## src/hdl/utf8ss_pkg.sv

```systemverilog
// ----------------------------------------------------------------------------
// utf8ss_pkg
// Shared types, constants and helpers for the UTF-8 character segmenter.
// ----------------------------------------------------------------------------
package utf8ss_pkg;

   localparam int INDEX_BITS = 24;
   localparam int NEED_BITS  = 3;

   localparam logic [7:0]            CONT_MASK = 8'hC0;
   localparam logic [7:0]            CONT_TAG  = 8'h80;
   localparam logic [INDEX_BITS-1:0] INDEX_MAX = '1;

   typedef enum logic [1:0] {
      KIND_SINGLE,
      KIND_CONT,
      KIND_LEAD
   } kind_type;

   typedef struct packed {
      logic [7:0] in_byte;
      logic       end_of_string;
   } req_type;

   typedef struct packed {
      logic [7:0]            out_byte;
      logic [INDEX_BITS-1:0] char_index;
      logic                  first_of_char;
      logic                  in_range;
      logic                  run_last;
      logic                  string_done;
      logic [INDEX_BITS-1:0] char_total;
   } rsp_type;

   // classified byte as queued between front and back
   typedef struct packed {
      logic [7:0]           data;
      logic                 eos;
      kind_type             kind;
      logic [NEED_BITS-1:0] need;
   } item_type;

   function automatic logic [3:0] lead_ones(input logic [7:0] b);
      logic       run;
      logic [3:0] n;
      run = 1'b1;
      n   = 4'd0;
      for (int i = 7; i >= 0; i--) begin
         if (run && b[i]) begin
            n = n + 4'd1;
         end else begin
            run = 1'b0;
         end
      end
      return n;
   endfunction

endpackage

```

## src/hdl/utf8_char_segment_substring.sv

```systemverilog
// ----------------------------------------------------------------------------
// utf8_char_segment_substring
// Lenient UTF-8 character segmenter with substring range tagging.
// Path: a closing or breaking byte passes the queue register, then the release list
//    register, before rsp; bytes of an open sequence wait for the byte that ends it.
// Throughput: one byte per cycle while rsp_ready is high and no character is longer
//    than the release before it; a longer character leaves rsp idle while it gathers.
// Reset empties the open sequence and queue, clears the character counter and start register, and sets end to all ones.
// ----------------------------------------------------------------------------
module utf8_char_segment_substring #(
   parameter int MAX_SEQ_BYTES = 6,
   parameter int QUEUE_DEPTH   = 2
) (
   input  logic                clock,
   input  logic                reset,
   input  logic                req_valid,
   output logic                req_ready,
   input  utf8ss_pkg::req_type req_data,
   output logic                rsp_valid,
   input  logic                rsp_ready,
   output utf8ss_pkg::rsp_type rsp_data,
   input  logic                psel,
   input  logic                penable,
   input  logic                pwrite,
   input  logic [2:0]          paddr,
   input  logic [31:0]         pwdata,
   output logic [31:0]         prdata,
   output logic                pready
);

   localparam int IW = utf8ss_pkg::INDEX_BITS;
   localparam logic REG_START = 1'b0;
   localparam logic REG_END   = 1'b1;

   logic [IW-1:0] start_ff;
   logic [IW-1:0] end_ff;
   logic          wr_en;

   utf8ss_pkg::item_type push_item;
   utf8ss_pkg::item_type head_item;
   logic                 push, push_ready;
   logic                 head_valid, pop;

   assign pready = 1'b1;
   assign wr_en  = psel && penable && pwrite && pready;
   assign prdata = (paddr[2] == REG_END) ? 32'(end_ff) : 32'(start_ff);

   always_ff @(posedge clock) begin
      if (reset) begin
         start_ff <= '0;
         end_ff   <= '1;
      end else if (wr_en) begin
         if (paddr[2] == REG_START) begin
            start_ff <= pwdata[IW-1:0];
         end else begin
            end_ff <= pwdata[IW-1:0];
         end
      end
   end

   utf8ss_front #(
      .MAX_SEQ_BYTES(MAX_SEQ_BYTES)
   ) u_front (
      .req_valid (req_valid),
      .req_ready (req_ready),
      .req_data  (req_data),
      .push      (push),
      .push_item (push_item),
      .push_ready(push_ready)
   );

   utf8ss_queue #(
      .DEPTH(QUEUE_DEPTH)
   ) u_queue (
      .clock     (clock),
      .reset     (reset),
      .push      (push),
      .push_item (push_item),
      .push_ready(push_ready),
      .pop       (pop),
      .head_valid(head_valid),
      .head_item (head_item)
   );

   utf8ss_back #(
      .MAX_SEQ_BYTES(MAX_SEQ_BYTES)
   ) u_back (
      .clock     (clock),
      .reset     (reset),
      .q_valid   (head_valid),
      .q_item    (head_item),
      .q_pop     (pop),
      .rsp_valid (rsp_valid),
      .rsp_ready (rsp_ready),
      .rsp_data  (rsp_data),
      .start_char(start_ff),
      .end_char  (end_ff)
   );

endmodule

```

## src/hdl/utf8ss_queue.sv

```systemverilog
// ----------------------------------------------------------------------------
// utf8ss_queue
// Short FIFO of classified bytes between the front and the back.
// ----------------------------------------------------------------------------
module utf8ss_queue #(
   parameter int DEPTH = 2
) (
   input  logic                  clock,
   input  logic                  reset,
   input  logic                  push,
   input  utf8ss_pkg::item_type  push_item,
   output logic                  push_ready,
   input  logic                  pop,
   output logic                  head_valid,
   output utf8ss_pkg::item_type  head_item
);

   localparam int PTR_W = (DEPTH > 1) ? $clog2(DEPTH) : 1;
   localparam int CNT_W = $clog2(DEPTH + 1);
   localparam logic [PTR_W-1:0] LAST_PTR = PTR_W'(DEPTH - 1);
   localparam logic [CNT_W-1:0] FULL_CNT = CNT_W'(DEPTH);

   utf8ss_pkg::item_type mem_ff [DEPTH];
   logic [PTR_W-1:0] wr_ptr_ff, wr_ptr_in;
   logic [PTR_W-1:0] rd_ptr_ff, rd_ptr_in;
   logic [CNT_W-1:0] count_ff, count_in;
   logic             do_push, do_pop;

   assign push_ready = (count_ff != FULL_CNT);
   assign head_valid = (count_ff != '0);
   assign head_item  = mem_ff[rd_ptr_ff];
   assign do_push    = push && push_ready;
   assign do_pop     = pop && head_valid;

   always_comb begin
      wr_ptr_in = wr_ptr_ff;
      rd_ptr_in = rd_ptr_ff;
      count_in  = count_ff;
      if (do_push) begin
         wr_ptr_in = (wr_ptr_ff == LAST_PTR) ? '0 : wr_ptr_ff + 1'b1;
      end
      if (do_pop) begin
         rd_ptr_in = (rd_ptr_ff == LAST_PTR) ? '0 : rd_ptr_ff + 1'b1;
      end
      if (do_push && !do_pop) begin
         count_in = count_ff + 1'b1;
      end else if (do_pop && !do_push) begin
         count_in = count_ff - 1'b1;
      end
   end

   always_ff @(posedge clock) begin
      if (reset) begin
         wr_ptr_ff <= '0;
         rd_ptr_ff <= '0;
         count_ff  <= '0;
      end else begin
         wr_ptr_ff <= wr_ptr_in;
         rd_ptr_ff <= rd_ptr_in;
         count_ff  <= count_in;
      end
   end

   always_ff @(posedge clock) begin
      if (do_push) begin
         mem_ff[wr_ptr_ff] <= push_item;
      end
   end

endmodule

```

## src/hdl/utf8ss_front.sv

```systemverilog
// ----------------------------------------------------------------------------
// utf8ss_front
// Accepts input beats and classifies each byte by its leading ones.
// ----------------------------------------------------------------------------
module utf8ss_front #(
   parameter int MAX_SEQ_BYTES = 6
) (
   input  logic                 req_valid,
   output logic                 req_ready,
   input  utf8ss_pkg::req_type  req_data,
   output logic                 push,
   output utf8ss_pkg::item_type push_item,
   input  logic                 push_ready
);

   logic [3:0] ones;
   logic [3:0] ones_m1;

   assign ones      = utf8ss_pkg::lead_ones(req_data.in_byte);
   assign ones_m1   = ones - 4'd1;
   assign req_ready = push_ready;
   assign push      = req_valid && push_ready;

   always_comb begin
      push_item.data = req_data.in_byte;
      push_item.eos  = req_data.end_of_string;
      push_item.need = '0;
      push_item.kind = utf8ss_pkg::KIND_SINGLE;
      if ((req_data.in_byte & utf8ss_pkg::CONT_MASK) == utf8ss_pkg::CONT_TAG) begin
         push_item.kind = utf8ss_pkg::KIND_CONT;
      end else if (ones >= 4'd2 && ones <= 4'(MAX_SEQ_BYTES)) begin
         push_item.kind = utf8ss_pkg::KIND_LEAD;
         push_item.need = ones_m1[utf8ss_pkg::NEED_BITS-1:0];
      end
   end

endmodule

```

## src/hdl/utf8ss_back.sv

```systemverilog
// ----------------------------------------------------------------------------
// utf8ss_back
// Holds open sequences, builds release lists and emits one beat per cycle while rsp_ready is high.
// ----------------------------------------------------------------------------
module utf8ss_back #(
   parameter int MAX_SEQ_BYTES = 6
) (
   input  logic                                  clock,
   input  logic                                  reset,
   input  logic                                  q_valid,
   input  utf8ss_pkg::item_type                  q_item,
   output logic                                  q_pop,
   output logic                                  rsp_valid,
   input  logic                                  rsp_ready,
   output utf8ss_pkg::rsp_type                   rsp_data,
   input  logic [utf8ss_pkg::INDEX_BITS-1:0]     start_char,
   input  logic [utf8ss_pkg::INDEX_BITS-1:0]     end_char
);

   localparam int CNT_W = $clog2(MAX_SEQ_BYTES + 1);
   localparam int PTR_W = $clog2(MAX_SEQ_BYTES);
   localparam logic [CNT_W-1:0] MAX_CNT = CNT_W'(MAX_SEQ_BYTES);
   localparam int IW = utf8ss_pkg::INDEX_BITS;
   localparam int NW = utf8ss_pkg::NEED_BITS;

   // open sequence
   logic [7:0]       held_ff [MAX_SEQ_BYTES];
   logic [7:0]       held_in [MAX_SEQ_BYTES];
   logic [CNT_W-1:0] held_cnt_ff, held_cnt_in;
   logic [NW-1:0]    need_ff, need_in;

   // release list being emitted
   logic [7:0]       list_ff [MAX_SEQ_BYTES];
   logic [CNT_W-1:0] list_cnt_ff, list_cnt_in;
   logic [PTR_W-1:0] ptr_ff, ptr_in;
   logic             list_v_ff, list_v_in;
   logic             whole_ff, whole_in;
   logic             eos_ff, eos_in;
   logic [IW-1:0]    idx_ff, idx_in;

   logic [7:0]       tmp [MAX_SEQ_BYTES];
   logic [CNT_W-1:0] emit_cnt;
   logic             emit_whole;
   logic             cont_ok;
   logic             load;
   logic [CNT_W-1:0] cnt_m1;
   logic             last;
   logic             fire;
   logic             first;
   logic             bump;
   logic [IW-1:0]    idx_inc;
   logic [IW-1:0]    next_idx;
   logic             done;

   assign cont_ok = (need_ff != '0) && (q_item.kind == utf8ss_pkg::KIND_CONT)
                    && (held_cnt_ff < MAX_CNT);

   always_comb begin
      for (int i = 0; i < MAX_SEQ_BYTES; i++) begin
         tmp[i] = (held_cnt_ff == CNT_W'(i)) ? q_item.data : held_ff[i];
      end
   end

   always_comb begin
      emit_cnt    = held_cnt_ff + 1'b1;
      emit_whole  = 1'b0;
      held_cnt_in = '0;
      need_in     = '0;
      held_in     = held_ff;
      if (cont_ok) begin
         if (need_ff == NW'(1)) begin
            emit_whole = 1'b1;
         end else if (!q_item.eos) begin
            emit_cnt    = '0;
            held_cnt_in = held_cnt_ff + 1'b1;
            need_in     = need_ff - 1'b1;
            held_in     = tmp;
         end
      end else if (q_item.kind == utf8ss_pkg::KIND_LEAD && !q_item.eos) begin
         emit_cnt    = held_cnt_ff;
         held_cnt_in = CNT_W'(1);
         need_in     = q_item.need;
         held_in[0]  = q_item.data;
      end
   end

   assign cnt_m1    = list_cnt_ff - 1'b1;
   assign last      = (ptr_ff == cnt_m1[PTR_W-1:0]);
   assign rsp_valid = list_v_ff;
   assign fire      = list_v_ff && rsp_ready;
   // bytes that only extend the open sequence do not need the emitter
   assign q_pop     = q_valid && (!list_v_ff || (rsp_ready && last) || (emit_cnt == '0));
   assign load      = q_pop && (emit_cnt != '0);

   assign first    = !whole_ff || (ptr_ff == '0);
   assign bump     = !whole_ff || last;
   assign idx_inc  = (idx_ff == utf8ss_pkg::INDEX_MAX) ? idx_ff : idx_ff + 1'b1;
   assign next_idx = bump ? idx_inc : idx_ff;
   assign done     = eos_ff && last;

   always_comb begin
      rsp_data.out_byte      = list_ff[ptr_ff];
      rsp_data.char_index    = idx_ff;
      rsp_data.first_of_char = first;
      rsp_data.in_range      = (idx_ff >= start_char) && (idx_ff < end_char);
      rsp_data.run_last      = last;
      rsp_data.string_done   = done;
      rsp_data.char_total    = done ? next_idx : '0;
   end

   always_comb begin
      list_v_in   = list_v_ff;
      ptr_in      = ptr_ff;
      idx_in      = idx_ff;
      list_cnt_in = list_cnt_ff;
      whole_in    = whole_ff;
      eos_in      = eos_ff;
      if (fire) begin
         if (last) begin
            list_v_in = 1'b0;
            idx_in    = eos_ff ? '0 : next_idx;
         end else begin
            ptr_in = ptr_ff + 1'b1;
            idx_in = next_idx;
         end
      end
      if (load) begin
         list_v_in   = 1'b1;
         ptr_in      = '0;
         list_cnt_in = emit_cnt;
         whole_in    = emit_whole;
         eos_in      = q_item.eos;
      end
   end

   always_ff @(posedge clock) begin
      if (reset) begin
         held_cnt_ff <= '0;
         need_ff     <= '0;
         list_v_ff   <= 1'b0;
         ptr_ff      <= '0;
         idx_ff      <= '0;
         list_cnt_ff <= '0;
         whole_ff    <= 1'b0;
         eos_ff      <= 1'b0;
      end else begin
         list_v_ff   <= list_v_in;
         ptr_ff      <= ptr_in;
         idx_ff      <= idx_in;
         list_cnt_ff <= list_cnt_in;
         whole_ff    <= whole_in;
         eos_ff      <= eos_in;
         if (q_pop) begin
            held_cnt_ff <= held_cnt_in;
            need_ff     <= need_in;
         end
      end
   end

   always_ff @(posedge clock) begin
      if (q_pop) begin
         held_ff <= held_in;
      end
      if (load) begin
         list_ff <= tmp;
      end
   end

   a_held_bound: assert property (@(posedge clock) disable iff (reset)
      held_cnt_ff <= MAX_CNT)
      else $error("held count exceeds sequence limit");

   a_need_fits: assert property (@(posedge clock) disable iff (reset)
      need_ff != '0 |-> held_cnt_ff != '0
         && (4'(held_cnt_ff) + 4'(need_ff)) <= 4'(MAX_SEQ_BYTES))
      else $error("open sequence longer than limit");

   a_idle_empty: assert property (@(posedge clock) disable iff (reset)
      need_ff == '0 |-> held_cnt_ff == '0)
      else $error("bytes held with no sequence open");

   a_list_cnt: assert property (@(posedge clock) disable iff (reset)
      list_v_ff |-> list_cnt_ff != '0 && list_cnt_ff <= MAX_CNT)
      else $error("release list length out of range");

   a_done_clears: assert property (@(posedge clock) disable iff (reset)
      fire && done |=> idx_ff == '0)
      else $error("character index not cleared after string end");

endmodule

```

## config.mk

```make
export PLATFORM = sky130hd
export DESIGN_NAME = utf8_char_segment_substring
export DESIGN_NICKNAME = d
export VERILOG_FILES = /design/src/hdl/utf8ss_pkg.sv /design/src/hdl/utf8_char_segment_substring.sv /design/src/hdl/utf8ss_queue.sv /design/src/hdl/utf8ss_front.sv /design/src/hdl/utf8ss_back.sv
export SDC_FILE = /design/constraint.sdc
export NUM_CORES = 1
export LEC_CHECK = 0
export BUFFER_PORTS_ARGS = -buffer_cell sky130_fd_sc_hd__buf_4
export CORE_MARGIN = 2
export CORE_UTILIZATION = 55
export DETAILED_ROUTE_END_ITERATION = 6
export GPL_TIMING_DRIVEN = 1
export PLACE_DENSITY_LB_ADDON = 0.12
export RECOVER_POWER = 100
export REMOVE_ABC_BUFFERS = 1
export SYNTH_ARGS = -nofsm -noshare
export SYNTH_HDL_FRONTEND = slang
export SYNTH_SLANG_ARGS = --single-unit
```

## constraint.sdc

```tcl
create_clock -name clock -period 5.8 [get_ports clock]
set_clock_uncertainty 0.1 [all_clocks]
set_input_delay 0.58 -clock clock [delete_from_list [all_inputs] [get_ports clock]]
set_output_delay 0.58 -clock clock [all_outputs]
set_load 0.01 [all_outputs]
```

==> flow_metrics.tcl <==
set metrics [dict create \
    cts_buffer_depth 3 \
    critical_path.cell_chain "xor3_1 > o31a_1 > a2111oi_1 > nand2_1 > xor2_1 > nor2_1 > clkbuf_1" \
    violations "capacitance limit, slew limit" \
    worstSetupStartpointType "flop" \
    worst_path_dominant_cell_family "compound AO/OA/AOI/OAI gates" \
    outcome "finished with violations" \
    die_width_um 146.9 \
    grt.total_usage_pct 23.85 \
    r2r.worst_path.cells 6 \
    cts_tree "built" \
    postSynthRegisterBits 216 \
    sequentialPowerShare_pct 46.7 \
    yosysSeqAreaShare_pct 49.52 \
    yosysWarningCount 0 \
    fin_crit_ns 4.936 \
    fmax_mhz 202.6 \
    slew_headroom_pct -32.49 \
    numClockSinks 216 \
    ys_top_cells_by_count "sky130_fd_sc_hd__nand2_1 (159), sky130_fd_sc_hd__edfxtp_1 (124), sky130_fd_sc_hd__o21ai_0 (93)" \
    power_switching_share_pct 28.89 \
    grt_overflow_total 0 \
    root_buffer "sky130_fd_sc_hd__clkbuf_16" \
    setup-violations-final 0 \
    fill_cells 1806 \
    timing.hold.worst_path_depth 1 \
    final_net_count 1366 \
    routed_wl_um 25760 \
    synth_top_cell_by_area "sky130_fd_sc_hd__edfxtp_1" \
    cp-end-kind "output pin" \
    die_area_um2 21590 \
    drt_wl_cell_um 16.76 \
    clkLatencyLatePin_ns 0.52 \
    synth.distinct_cells 66 \
    max-cap-violations 4 \
    die_y_um 146.9 \
    antenna_violations_before_repair 0 \
    rsz0062_at_grt "no" \
    fin_crit_sh_pct 85.10 \
    gpl.final_weighted_congestion 0.8157 \
    synthesis.area_per_instance_um2 9.705 \
    slowest_delay_ns 1.38 \
    power_per_cell_area_nw_per_um2 349.2 \
    worstSetupPathType "reg -> out" \
    worst_hold_path_type "in -> reg" \
    required_ns 5.12 \
    cpMaxStageDelayCell "sky130_fd_sc_hd__a2111oi_1" \
    comb_power_share_pct 19.9 \
    cts_repair_resize_count 0 \
    grt_first_pass_wirelength_um 41780 \
    netlist_instances 1158 \
    peakVddDrop_v 0.0002326 \
    routed-via-count 8546 \
    row_count 52 \
    r2r_setup_slack_ns 1.00 \
    antenna_left 0 \
    drt_pass1_iterations 5 \
    worstPathArrival_ns 4.26 \
    power.total_mw 4.417 \
    cts_made_buffers 24 \
    number_of_enable_type_register_cells_in_the_synthesized_netlist 124 \
    critical_path_buf_inv_count 1 \
    path_clk_slew_ns 0.06 \
    power.net_switching_mw 1.276 \
    cts_post_setup_buffers_inserted 0 \
    dp.final_hpwl_um 17370 \
    top_level_i_o_count 146 \
    final-max-slew-violation-count 128 \
    cts_hold_buf 0 \
    synth.most_common_cell "sky130_fd_sc_hd__nand2_1" \
    power.static_leakage_nw 4.865 \
    timing.final.hold_violations 0 \
    critPathMaxFanout 12 \
    finalSetupTns_ns 0 \
    initial_core_utilization_pct 55.72 \
    async_flop_share_pct 0 \
    ctsHtreeMaxLevel 1 \
    cell_internal_pwr_mw 3.140 \
    critical_path_depth 7 \
    post_synth_main_area_contributors "sky130_fd_sc_hd__edfxtp_1 (33%), sky130_fd_sc_hd__dfxtp_1 (16%), sky130_fd_sc_hd__ha_1 (7.3%), sky130_fd_sc_hd__nand2_1 (5.3%), sky130_fd_sc_hd__o21ai_0 (4.1%)" \
    number_of_design_rule_violations_left_by_the_first_detailed_router_iteration 457 \
    remaining_drc_errors 0 \
    worstMarginPinSlew_ns 1.987 \
    place.port_buffers 126 \
    netlist.area_leader.share_pct 33.13 \
    core_area_um2 20170 \
    final_layout_size_suffix_gt1_share_pct 7.182 \
    maximum_number_of_pins_on_one_net_before_global_route_repair 66 \
    drt-vias-per-instance 5.560 \
    areaGrowthSynthToFinish_pct 12.53 \
    power.share.clock_pct 33.4 \
    insertedDiodeCount 0 \
    first_global_vias 8121 \
    synth-main-ff-cell "sky130_fd_sc_hd__edfxtp_1" \
    syn_area_um2 11240 \
]
[area by class of cell]
type                       instances  area (um^2)  share of cell area, %
multi-input combinational        793         5014                  39.65
clock buffer                      33        685.7                  5.422
inverter                          81        304.0                  2.404
sequential                       216         5565                  44.01
clock inverter                    11        86.33                 0.6827
tap                              270        337.8                  2.671
timing repair buffer             133        653.1                  5.165
[registers in the layout, indices dropped and copies added, names as in the netlist, named ones only]
name	cells
end_ff	24
start_ff	24
u_back.eos_ff	1
u_back.held_cnt_ff	3
u_back.held_ff	48
u_back.idx_ff	24
u_back.list_cnt_ff	3
u_back.list_ff	48
u_back.need_ff	3
u_back.ptr_ff	3
u_back.rsp_valid	1
u_back.whole_ff	1
u_queue.count_ff	2
u_queue.mem_ff	28
u_queue.rd_ptr_ff	1
u_queue.wr_ptr_ff	1
[through the flow]
stage          cells  cell area [um^2]  hold WS, ns  setup slack [ns]  utilization, %
6_report        1537             12650       0.1836            0.8642           62.70
5_1_grt         1537             12650       0.1926            0.6155           62.70
3_5_place_dp    1493             12270       0.3465             1.483           60.83
2_1_floorplan   1090             10920       0.3303             1.466               -
3_3_place_gp    1493             12270       0.3431             1.644           60.83
4_1_cts         1537             13040       0.1408             1.330           64.66
[layout by cell type (no fill, tap or decap), types with 6 or more instances in the layout]
cell type | netlist | routed
sky130_fd_sc_hd__nand2_1 | 159 | 159
sky130_fd_sc_hd__buf_4 | 12 | 41
sky130_fd_sc_hd__and4_1 | 8 | 8
sky130_fd_sc_hd__o211ai_1 | 26 | 26
sky130_fd_sc_hd__o21ai_0 | 93 | 93
sky130_fd_sc_hd__xnor2_1 | 9 | 9
sky130_fd_sc_hd__nand3_1 | 18 | 18
sky130_fd_sc_hd__and2_1 | 11 | 9
sky130_fd_sc_hd__edfxtp_1 | 124 | 124
sky130_fd_sc_hd__nor2b_1 | 8 | 8
sky130_fd_sc_hd__and3_1 | 11 | 11
sky130_fd_sc_hd__inv_1 | 81 | 81
sky130_fd_sc_hd__mux2i_1 | 28 | 28
sky130_fd_sc_hd__a21o_1 | 10 | 10
sky130_fd_sc_hd__nand4_1 | 9 | 9
sky130_fd_sc_hd__nor3_1 | 7 | 7
sky130_fd_sc_hd__o22ai_1 | 14 | 14
sky130_fd_sc_hd__dfxtp_1 | 92 | 92
sky130_fd_sc_hd__ha_1 | 66 | 66
sky130_fd_sc_hd__nand2b_1 | 15 | 15
sky130_fd_sc_hd__a21oi_1 | 92 | 92
sky130_fd_sc_hd__clkbuf_16 | 0 | 25
sky130_fd_sc_hd__clkbuf_1 | 52 | 97
sky130_fd_sc_hd__conb_1 | 2 | 9
sky130_fd_sc_hd__mux4_2 | 8 | 8
sky130_fd_sc_hd__a31oi_1 | 7 | 7
sky130_fd_sc_hd__nor2_1 | 82 | 81
sky130_fd_sc_hd__a211oi_1 | 5 | 6
sky130_fd_sc_hd__or3_1 | 19 | 19
sky130_fd_sc_hd__xor2_1 | 23 | 23
[cell families after synthesis]
group / share of synthesized area (%)
and+or+nand+nor: 15.03
AOI/OAI and AO/OA: 15.34
DFF: 49.52
buffers and inverters: 5.789
adders and majority gates: 7.348
muxes: 4.197
xor gates and xnor gates: 2.705
other: 0.06683
[path summary, 6_finish.rpt]
check | from | end
worst max register to register | flop | u_back.held_ff[38]
worst min register to register | start_ff[6] | start_ff[6]
worst max-delay path | u_back.ptr_ff[2] | rsp_data[20]
worst min-delay path | req_data[0] | u_queue.mem_ff[0][5]
[power by group through the flow]
stage          registers, mW  clock network (mW)  logic (mW)
5_1_grt                 2.09                1.56       0.980
6_report                2.06                1.48       0.877
4_1_cts                 2.06                1.50       0.939
3_5_place_dp            2.10                   0       0.933
3_3_place_gp            2.08                   0       0.915
2_1_floorplan           2.07                   0       0.595
[worst reg2reg max path: cells and delay by family (launching register included)]
| kind | cells | cell delay [ns] |
|---|---|---|
| flip-flops | 1 | 0.56 |
| AND/OR/NAND/NOR | 3 | 1.95 |
| AO/OA/AOI/OAI | 1 | 1.08 |
| buffers and inverters | 2 | 0.82 |
[metal layers]
layer / global-route usage (%) / up-vias / routed length (um)
met5: 0 / - / 0
met4: 5.577 / 0 / 429
li1: - / 4270 / -
met1: 34.79 / 4081 / 12460
met2: 38.22 / 159 / 11780
met3: 3.292 / 36 / 1094
No activity file was read; power rests on OpenSTA's default activity.
